`src/scc_pkg.sv`:
```
// Shared command and status types for the strongly connected component counter.
`timescale 1ns / 1ps
package scc_pkg;

	typedef enum logic [4:0] {
		OP_NONE,
		OP_LOAD,
		OP_INIT,
		OP_NEXT_ROOT,
		OP_ENTER_ROOT,
		OP_PUSH,
		OP_NEXT_J,
		OP_READ_VO,
		OP_UPD_LOW,
		OP_READ_STK,
		OP_ASSIGN,
		OP_READ_FRAME,
		OP_RESTORE,
		OP_COND_INIT,
		OP_ROW_READ,
		OP_LATCH_CI,
		OP_READ_CJ,
		OP_MARK,
		OP_CNT_INIT,
		OP_CNT,
		OP_DONE
	} scc_op_t;

	typedef struct packed {
		logic root_end;
		logic root_visited;
		logic j_end;
		logic j_bit;
		logic j_visited;
		logic j_onstack;
		logic low_is_root;
		logic depth_zero;
		logic w_is_u;
		logic cnt_end;
	} scc_status_t;

endpackage

```
`src/scc_ctrl.sv`:
```
// Controller: sequences load, depth-first search, condensation and counting.
`timescale 1ns / 1ps
module scc_ctrl import scc_pkg::*; (
	input  logic        clk,
	input  logic        arst_n,
	input  logic        start,
	input  logic        last_item,
	input  scc_status_t status,
	output scc_op_t     op,
	output logic        busy,
	output logic        done
);

	typedef enum logic [4:0] {
		S_IDLE, S_INIT, S_ROOT, S_SCAN, S_CMPLOW, S_POP, S_SPREAD, S_SASSIGN,
		S_FINISH, S_RESTORE, S_CSTART, S_CROW, S_CROWW, S_CSCAN, S_CMARK,
		S_CNTINIT, S_CNT
	} state_t;

	state_t state_q, state_d;
	logic   busy_q, done_q;

	always_comb begin
		op      = OP_NONE;
		state_d = state_q;
		case (state_q)
			S_IDLE: begin
				if (start) begin
					op = OP_LOAD;
					if (last_item) state_d = S_INIT;
				end
			end
			S_INIT: begin
				op      = OP_INIT;
				state_d = S_ROOT;
			end
			S_ROOT: begin
				if (status.root_end) begin
					state_d = S_CSTART;
				end else if (status.root_visited) begin
					op = OP_NEXT_ROOT;
				end else begin
					op      = OP_ENTER_ROOT;
					state_d = S_SCAN;
				end
			end
			S_SCAN: begin
				if (status.j_end) begin
					state_d = S_POP;
				end else if (!status.j_bit) begin
					op = OP_NEXT_J;
				end else if (!status.j_visited) begin
					op = OP_PUSH;
				end else if (status.j_onstack) begin
					op      = OP_READ_VO;
					state_d = S_CMPLOW;
				end else begin
					op = OP_NEXT_J;
				end
			end
			S_CMPLOW: begin
				op      = OP_UPD_LOW;
				state_d = S_SCAN;
			end
			S_POP: begin
				if (status.low_is_root) begin
					op      = OP_READ_STK;
					state_d = S_SASSIGN;
				end else begin
					state_d = S_FINISH;
				end
			end
			S_SPREAD: begin
				op      = OP_READ_STK;
				state_d = S_SASSIGN;
			end
			S_SASSIGN: begin
				op      = OP_ASSIGN;
				state_d = status.w_is_u ? S_FINISH : S_SPREAD;
			end
			S_FINISH: begin
				if (status.depth_zero) begin
					op      = OP_NEXT_ROOT;
					state_d = S_ROOT;
				end else begin
					op      = OP_READ_FRAME;
					state_d = S_RESTORE;
				end
			end
			S_RESTORE: begin
				op      = OP_RESTORE;
				state_d = S_SCAN;
			end
			S_CSTART: begin
				op      = OP_COND_INIT;
				state_d = S_CROW;
			end
			S_CROW: begin
				if (status.root_end) begin
					state_d = S_CNTINIT;
				end else begin
					op      = OP_ROW_READ;
					state_d = S_CROWW;
				end
			end
			S_CROWW: begin
				op      = OP_LATCH_CI;
				state_d = S_CSCAN;
			end
			S_CSCAN: begin
				if (status.j_end) begin
					op      = OP_NEXT_ROOT;
					state_d = S_CROW;
				end else if (status.j_bit) begin
					op      = OP_READ_CJ;
					state_d = S_CMARK;
				end else begin
					op = OP_NEXT_J;
				end
			end
			S_CMARK: begin
				op      = OP_MARK;
				state_d = S_CSCAN;
			end
			S_CNTINIT: begin
				op      = OP_CNT_INIT;
				state_d = S_CNT;
			end
			S_CNT: begin
				if (status.cnt_end) begin
					op      = OP_DONE;
					state_d = S_IDLE;
				end else begin
					op = OP_CNT;
				end
			end
			default: state_d = S_IDLE;
		endcase
	end

	always_ff @(posedge clk or negedge arst_n) begin
		if (!arst_n) begin
			state_q <= S_IDLE;
			busy_q  <= 1'b0;
			done_q  <= 1'b0;
		end else begin
			state_q <= state_d;
			busy_q  <= (state_d != S_IDLE);
			done_q  <= (op == OP_DONE);
		end
	end

	assign busy = busy_q;
	assign done = done_q;

endmodule

```
`config.mk`:
```
export PLATFORM = sky130hd
export DESIGN_NAME = scc_ctrl
export DESIGN_NICKNAME = d
export VERILOG_FILES = /design/src/scc_pkg.sv /design/src/scc_ctrl.sv
export SDC_FILE = /design/constraint.sdc
export NUM_CORES = 1
export LEC_CHECK = 0
export BUFFER_PORTS_ARGS = -buffer_cell sky130_fd_sc_hd__buf_2
export CAP_MARGIN = 5
export CORE_MARGIN = 2
export CORE_UTILIZATION = 45
export CTS_BUF_LIST = sky130_fd_sc_hd__clkbuf_2 sky130_fd_sc_hd__clkbuf_4 sky130_fd_sc_hd__clkbuf_8
export CTS_CLUSTER_SIZE = 28
export DETAILED_ROUTE_END_ITERATION = 7
export PLACE_DENSITY = 0.69
export SYNTH_ARGS = -nofsm -noshare
export SYNTH_HDL_FRONTEND = slang
export SYNTH_SLANG_ARGS = --single-unit
```
`constraint.sdc`:
```
create_clock -name clk -period 2.8 [get_ports clk]
set_input_delay 0.42 -clock clk [delete_from_list [all_inputs] [get_ports clk]]
set_output_delay 0.42 -clock clk [all_outputs]
set_load 0.05 [all_outputs]
```
After elaboration in Yosys (flattened, before gate mapping)

Index checks and enable logic that the tools add are counted.
Widths: inputs -> output; s select.

Output and inout bits: 7
Word-level logic and storage cells: 54
Register bits after elaboration: 7
Input bits: 14

Eq/ne operators: 17
Muxes and demuxes: 30
Reduce and logical (&&, ||, !) cells: 4

Operators with widths:

| cell               | count |
|---|---|
| $pmux 5 s17        | 1 |
| $pmux 5 s15        | 1 |
| $mux 5             | 13 |
| $eq 5x4->1 const B | 8 |
| $mux 4             | 6 |
| $eq 5x3->1 const B | 4 |
| $mux 3             | 4 |
| $eq 5x2->1 const B | 2 |
| $eq 5x5->1 const B | 2 |
| $mux 2             | 3 |
| $eq 5x1->1 const B | 1 |
| $logic_not 5->1    | 1 |
| $reduce_bool 5->1  | 1 |
| $reduce_or 2->1    | 2 |
| $mux 1             | 2 |

Depth between registers and ports, before layout

Depth in word-level cells: 6
Depth in mapped cells: 7
Mapped depth without buffers: 5

Worst setup path before layout

No wires, ideal clock.

Kind: flip-flop to output port
Start point: register state_q[4]
End point: output op[4]
Path buffers: 1
Data required time: 2.380 ns
Path slack: 0.378 ns
Arrival: 2.002 ns
Cell stages (with the launch flop): 5
Path through: dfrtp_1 buf_2 nor2b_1 nand2_1 o21ai_0

Longest elaborated chain between the ends: 2
Elaborated cells between the ends (all ways): 18
Classes of those cells: eq/ne: 16; mux: 1; reduce/logical: 1

Ends and longest elaborated chain:

| item                               | line            | text |
|---|---|---|
| start, declared                    | scc_ctrl.sv:20  | `state_t state_q, state_d;` |
| start signal, assigned             | scc_ctrl.sv:147 | `state_q <= state_d;` |
| $eq 5x5->1 (tied with other cells) | scc_ctrl.sv:26  | `case (state_q)` |
| $pmux 5 s17 (*)                    | scc_ctrl.sv:26  |  |
| end, declared                      | scc_ctrl.sv:9   | `output scc_op_t op,` |

Every way passes the cells marked *; elsewhere a longest branch is shown, timed or not.

Worst setup path after layout

Start point: register state_q[1]
End point: output op[1]

The elaborated chain is that of the path after synthesis.

==> impl_table.tex <==
\begin{tabular}{lr}
\hline
Metric & Value \\
\hline
\multicolumn{2}{l}{\textbf{Placement}} \\
\quad \# port buffers & 20 \\
\quad Global placer's final weighted congestion & just under 0.9 \\
\quad Post-placement cell count & about 150 \\
\quad Hpwl dp & around 1600 um \\
\quad Cell area after placement & 901 um2 \\
\multicolumn{2}{l}{\textbf{Logic synthesis}} \\
\quad Largest cells by area after synthesis & dfrtp\_1, o21ai\_0, nor2b\_1 \\
\quad Most frequent cells after synthesis & inv\_1, nor2\_1, o21ai\_0, nand2\_1, dfrtp\_1 \\
\quad Cell type with the highest aggregate area in the netlist & dfrtp\_1 \\
\quad Most used flip-flop cell after synthesis & dfrtp\_1 \\
\quad Total of flip-flops plus latches after synthesis & 7 \\
\quad Compound-cell area share of the yosys netlist & 25.2\% \\
\quad Post-synthesis average cell area & 7.31 um2 \\
\quad Synthesized netlist net count & roughly 130 \\
\quad Simple logic cell fraction of the synthesized area & between 40\% and 50\% \\
\quad Portion of netlist area occupied by mux cells & 0\% \\
\quad Unique masters post-synth & 40 \\
\quad Fraction of the mapped netlist area in adder cells & 0\% \\
\quad Synthesized-area fraction occupied by xor and xnor cells & 0\% \\
\quad Share of flip-flops with an asynchronous set or reset & 100\% \\
\quad Mapped cell area & slightly above 800 um2 \\
\quad Share of synthesized area occupied by flip-flops and latches & approximately a fifth \\
\quad Yosys Warn Count & 0 \\
\quad Proportion of netlist area held by the largest area contributor & 21.2\% \\
\quad Combinational family with the most area after synthesis & simple AND/OR/NAND/NOR gates \\
\quad Post-Syn Instances & approximately 110 \\
\quad Number of enable-type register cells in the synthesized netlist & 0 \\
\multicolumn{2}{l}{\textbf{Worst setup path}} \\
\quad CP Class & flop to primary output \\
\quad Required time of the critical path & approximately 2.4 ns \\
\quad Origin of the critical flop-to-flop path & state\_q[1] \\
\quad Category of the worst setup path launch point & flop \\
\quad Worst reg-to-reg setup slack & roughly 0.89 ns \\
\quad Cell family with the largest share of critical-path delay & simple AND/OR/NAND/NOR gates \\
\quad Arrival time reported for the critical path endpoint & 2.18 ns \\
\quad Worst-path cell chain & and2\_2, nand3\_1, nor3\_1, or4\_1, buf\_2 \\
\quad CP Max Fanout & 20 \\
\quad Depth of the worst register-to-register path & 5 \\
\quad Maximum cell stage delay along the critical path & 0.60 ns \\
\quad Capturing element type of the critical path & primary output \\
\quad Master of the slowest instance on the critical path & dfrtp\_1 \\
\quad Critical path buffers and inverters & 1 \\
\quad Destination of the worst register-to-register timing path & busy \\
\multicolumn{2}{l}{\textbf{STA}} \\
\quad Final worst path period need & 2.60 ns \\
\quad Max Clk Rate & slightly below 0.4 GHz \\
\quad Slew headroom & 58.7\% \\
\quad Least-Margin Pin Slew & about 0.62 ns \\
\quad Period Utilization, post-route & between 90\% and 100\% \\
\quad Final-report max-slew violation count & 0 \\
\quad Number of hold violations in the final report & 0 \\
\quad Unrepaired setup endpoints after global routing & no \\
\quad Fin Setup TNS & 0 ns \\
\quad Final Skew & between 0.004 and 0.005 ns \\
\quad Final setup violating endpoints & 0 \\
\multicolumn{2}{l}{\textbf{Global routing}} \\
\quad Number of global-route vias before repair & roughly 820 \\
\quad Pin count of the biggest net entering global routing & 21 \\
\quad Global-route wire length before repair & about 3600 um \\
\quad Total Routing Usage GR & 22.5\% \\
\quad Remaining Overflow, GRT & 0 \\
\quad Antenna violations before repair & 0 \\
\multicolumn{2}{l}{\textbf{Floorplan}} \\
\quad Die ar. & $\sim$2200 um2 \\
\quad I/O pin cnt & 21 \\
\quad Area of the core & between 1500 and 2000 um2 \\
\quad Vertical extent of the die & roughly 47 um \\
\quad Number of core rows & 15 \\
\quad Initial cell density of the core & 47.8\% \\
\quad Die outline width & around 47 um \\
\multicolumn{2}{l}{\textbf{Clocking}} \\
\quad Clock latency reported for the late side of the worst-skew pair & around 0.25 ns \\
\quad Number of clock buffers inserted by TritonCTS & 3 \\
\quad Clock transition at the register clock pins on the worst setup and hold paths after CTS & about 0.05 ns \\
\quad Post-CTS setup buffer count & 0 \\
\quad TritonCTS Sinks & 7 \\
\quad CTS HTree Levels & 1 \\
\quad CTS Buffer Depth & 2 \\
\quad Clock tree from TritonCTS & built \\
\quad CTS Root Cell & clkbuf\_4 \\
\multicolumn{2}{l}{\textbf{Drt}} \\
\quad Initial detailed-routing violation count & 18 \\
\quad Aggregate routed wire length & 2130 um \\
\quad Count of nets left with antenna violations after detail routing & 0 \\
\quad Detailed-route vias per instance & between 5 and 6 \\
\quad DRC & 0 \\
\quad Detailed-routing iteration count for the pre-antenna-repair pass & 6 \\
\quad Mean routed wirelength per cell & 13.7 um \\
\quad Total via count in the routed design & $\sim$910 \\
\multicolumn{2}{l}{\textbf{Layout}} \\
\quad Storage element area & between 150 and 200 um2 \\
\quad Nets & roughly 150 \\
\quad Final non-filler cell total & between 150 and 200 \\
\quad Fill cells & $\sim$190 \\
\quad ANT cells & 0 \\
\quad Layout cells sized above 1 & between 20\% and 30\% \\
\quad Footprint of the multi-input gates & 553 um2 \\
\quad Growth of design area from synthesis to finish & 13.9\% \\
\quad Final Util & 54.5\% \\
\quad Post-route cell area & approximately 940 um2 \\
\multicolumn{2}{l}{\textbf{Pwr}} \\
\quad Pleak & between 0.0004 and 0.0005 uW \\
\quad Power per standard cell area & roughly 1200 nW/um2 \\
\quad Maximum vdd drop & 0.618 mV \\
\multicolumn{2}{l}{\textbf{Worst hold path}} \\
\quad Hold Crit Start & status[0] \\
\quad Hold crit path type & input pin to flop \\
\quad Number of cells on the worst hold path & 3 \\
\quad Worst-case hold path end point & done \\
\multicolumn{2}{l}{\textbf{Run}} \\
\quad Number of max-capacitance violations reported & 0 \\
\multicolumn{2}{l}{\textbf{Run status}} \\
\quad Run status & complete, no violations \\
\hline
\end{tabular}
## cells in the final DEF (no fill, tap or decap), types with 3 or more instances in the layout
cell type	instances
a21oi_1	4
nand4_1	3
o22ai_1	4
clkbuf_4	4
inv_1	9
nand2b_1	3
nor3b_1	4
nor3_1	5
nand3_1	6
nor2_1	9
nor2b_1	6
buf_2	20
nand2_1	8
dfrtp_1	7
o21ai_0	9
## power by group
| part | leakage, uW | switching (uW) | internal [uW] | total, uW |
|---|---|---|---|---|
| Sequential | 0.0000877 | 121 | 135 | 255 |
| Clock | 0.0000184 | 34.5 | 63.9 | 98.4 |
| Combinational | 0.000328 | 462 | 267 | 730 |
| Total | 0.000434 | 617 | 466 | 1080 |
## cell families (layout without fill, tap and decap cells)
group                  Yosys count  in the layout
AND/OR/NAND/NOR                 58             58
buffers and inverters           17             35
flip-flops                       7              7
AO/OA/AOI/OAI                   31             31
## per-layer routing
layer,routed length (um),share of wire [%],GRT usage (%)
met3,73,3.4,2.31
met1,1060,50,32.2
met4,29,1.4,7.78
met2,972,46,35.3
met5,0,0,0
## through the flow
| stage | hold slack [ns] | power [uW] | setup WS (ns) |
|---|---|---|---|
| detailed placement | 0.254 | 977 | 0.482 |
| finish | 0.450 | 1080 | 0.198 |
| floorplan | 0.124 | 872 | 0.378 |
| CTS | 0.439 | 1080 | 0.209 |
| global placement | 0.254 | 966 | 0.511 |
| global route | 0.430 | 1170 | 0.0573 |
## cell type report
cell class,instances,share of cell area (%)
inverter,9,3.59
multi-input combinational,89,58.8
clock buffer,4,3.19
timing repair buffer,22,12.5
tap,25,3.32
sequential,7,18.6
## worst register-to-register path: cells and delay by family, from the launching register on
family	cells	cell delay [ns]
AO/OA/AOI/OAI	1	0.08
AND/OR/NAND/NOR	4	0.97
flip-flops	1	0.73
## worst max-delay path by stage
| stage | cells after the start | slack [ns] | start | end |
|---|---|---|---|---|
| after CTS | 6 | 0.21 | state_q[2] | op[1] |
| after detailed placement | 6 | 0.48 | state_q[2] | op[1] |
| final | 5 | 0.20 | state_q[1] | op[1] |
| after global placement | 6 | 0.51 | state_q[2] | op[1] |
| after global routing | 5 | 0.06 | state_q[3] | op[1] |
| after floorplan | 4 | 0.38 | state_q[4] | op[4] |
## state kept, by name (all words and copies together) (netlist names)
| signal | cells |
|---|---|
| state_q | 5 |
| busy | 1 |
| done | 1 |
## what timing repair did
action	CTS	global route
hold buffers	1	0
gates resized for setup	0	0
endpoints found under the setup margin	0	0
endpoints found under the hold margin	7	0
Power figures use the tool's default switching activity.
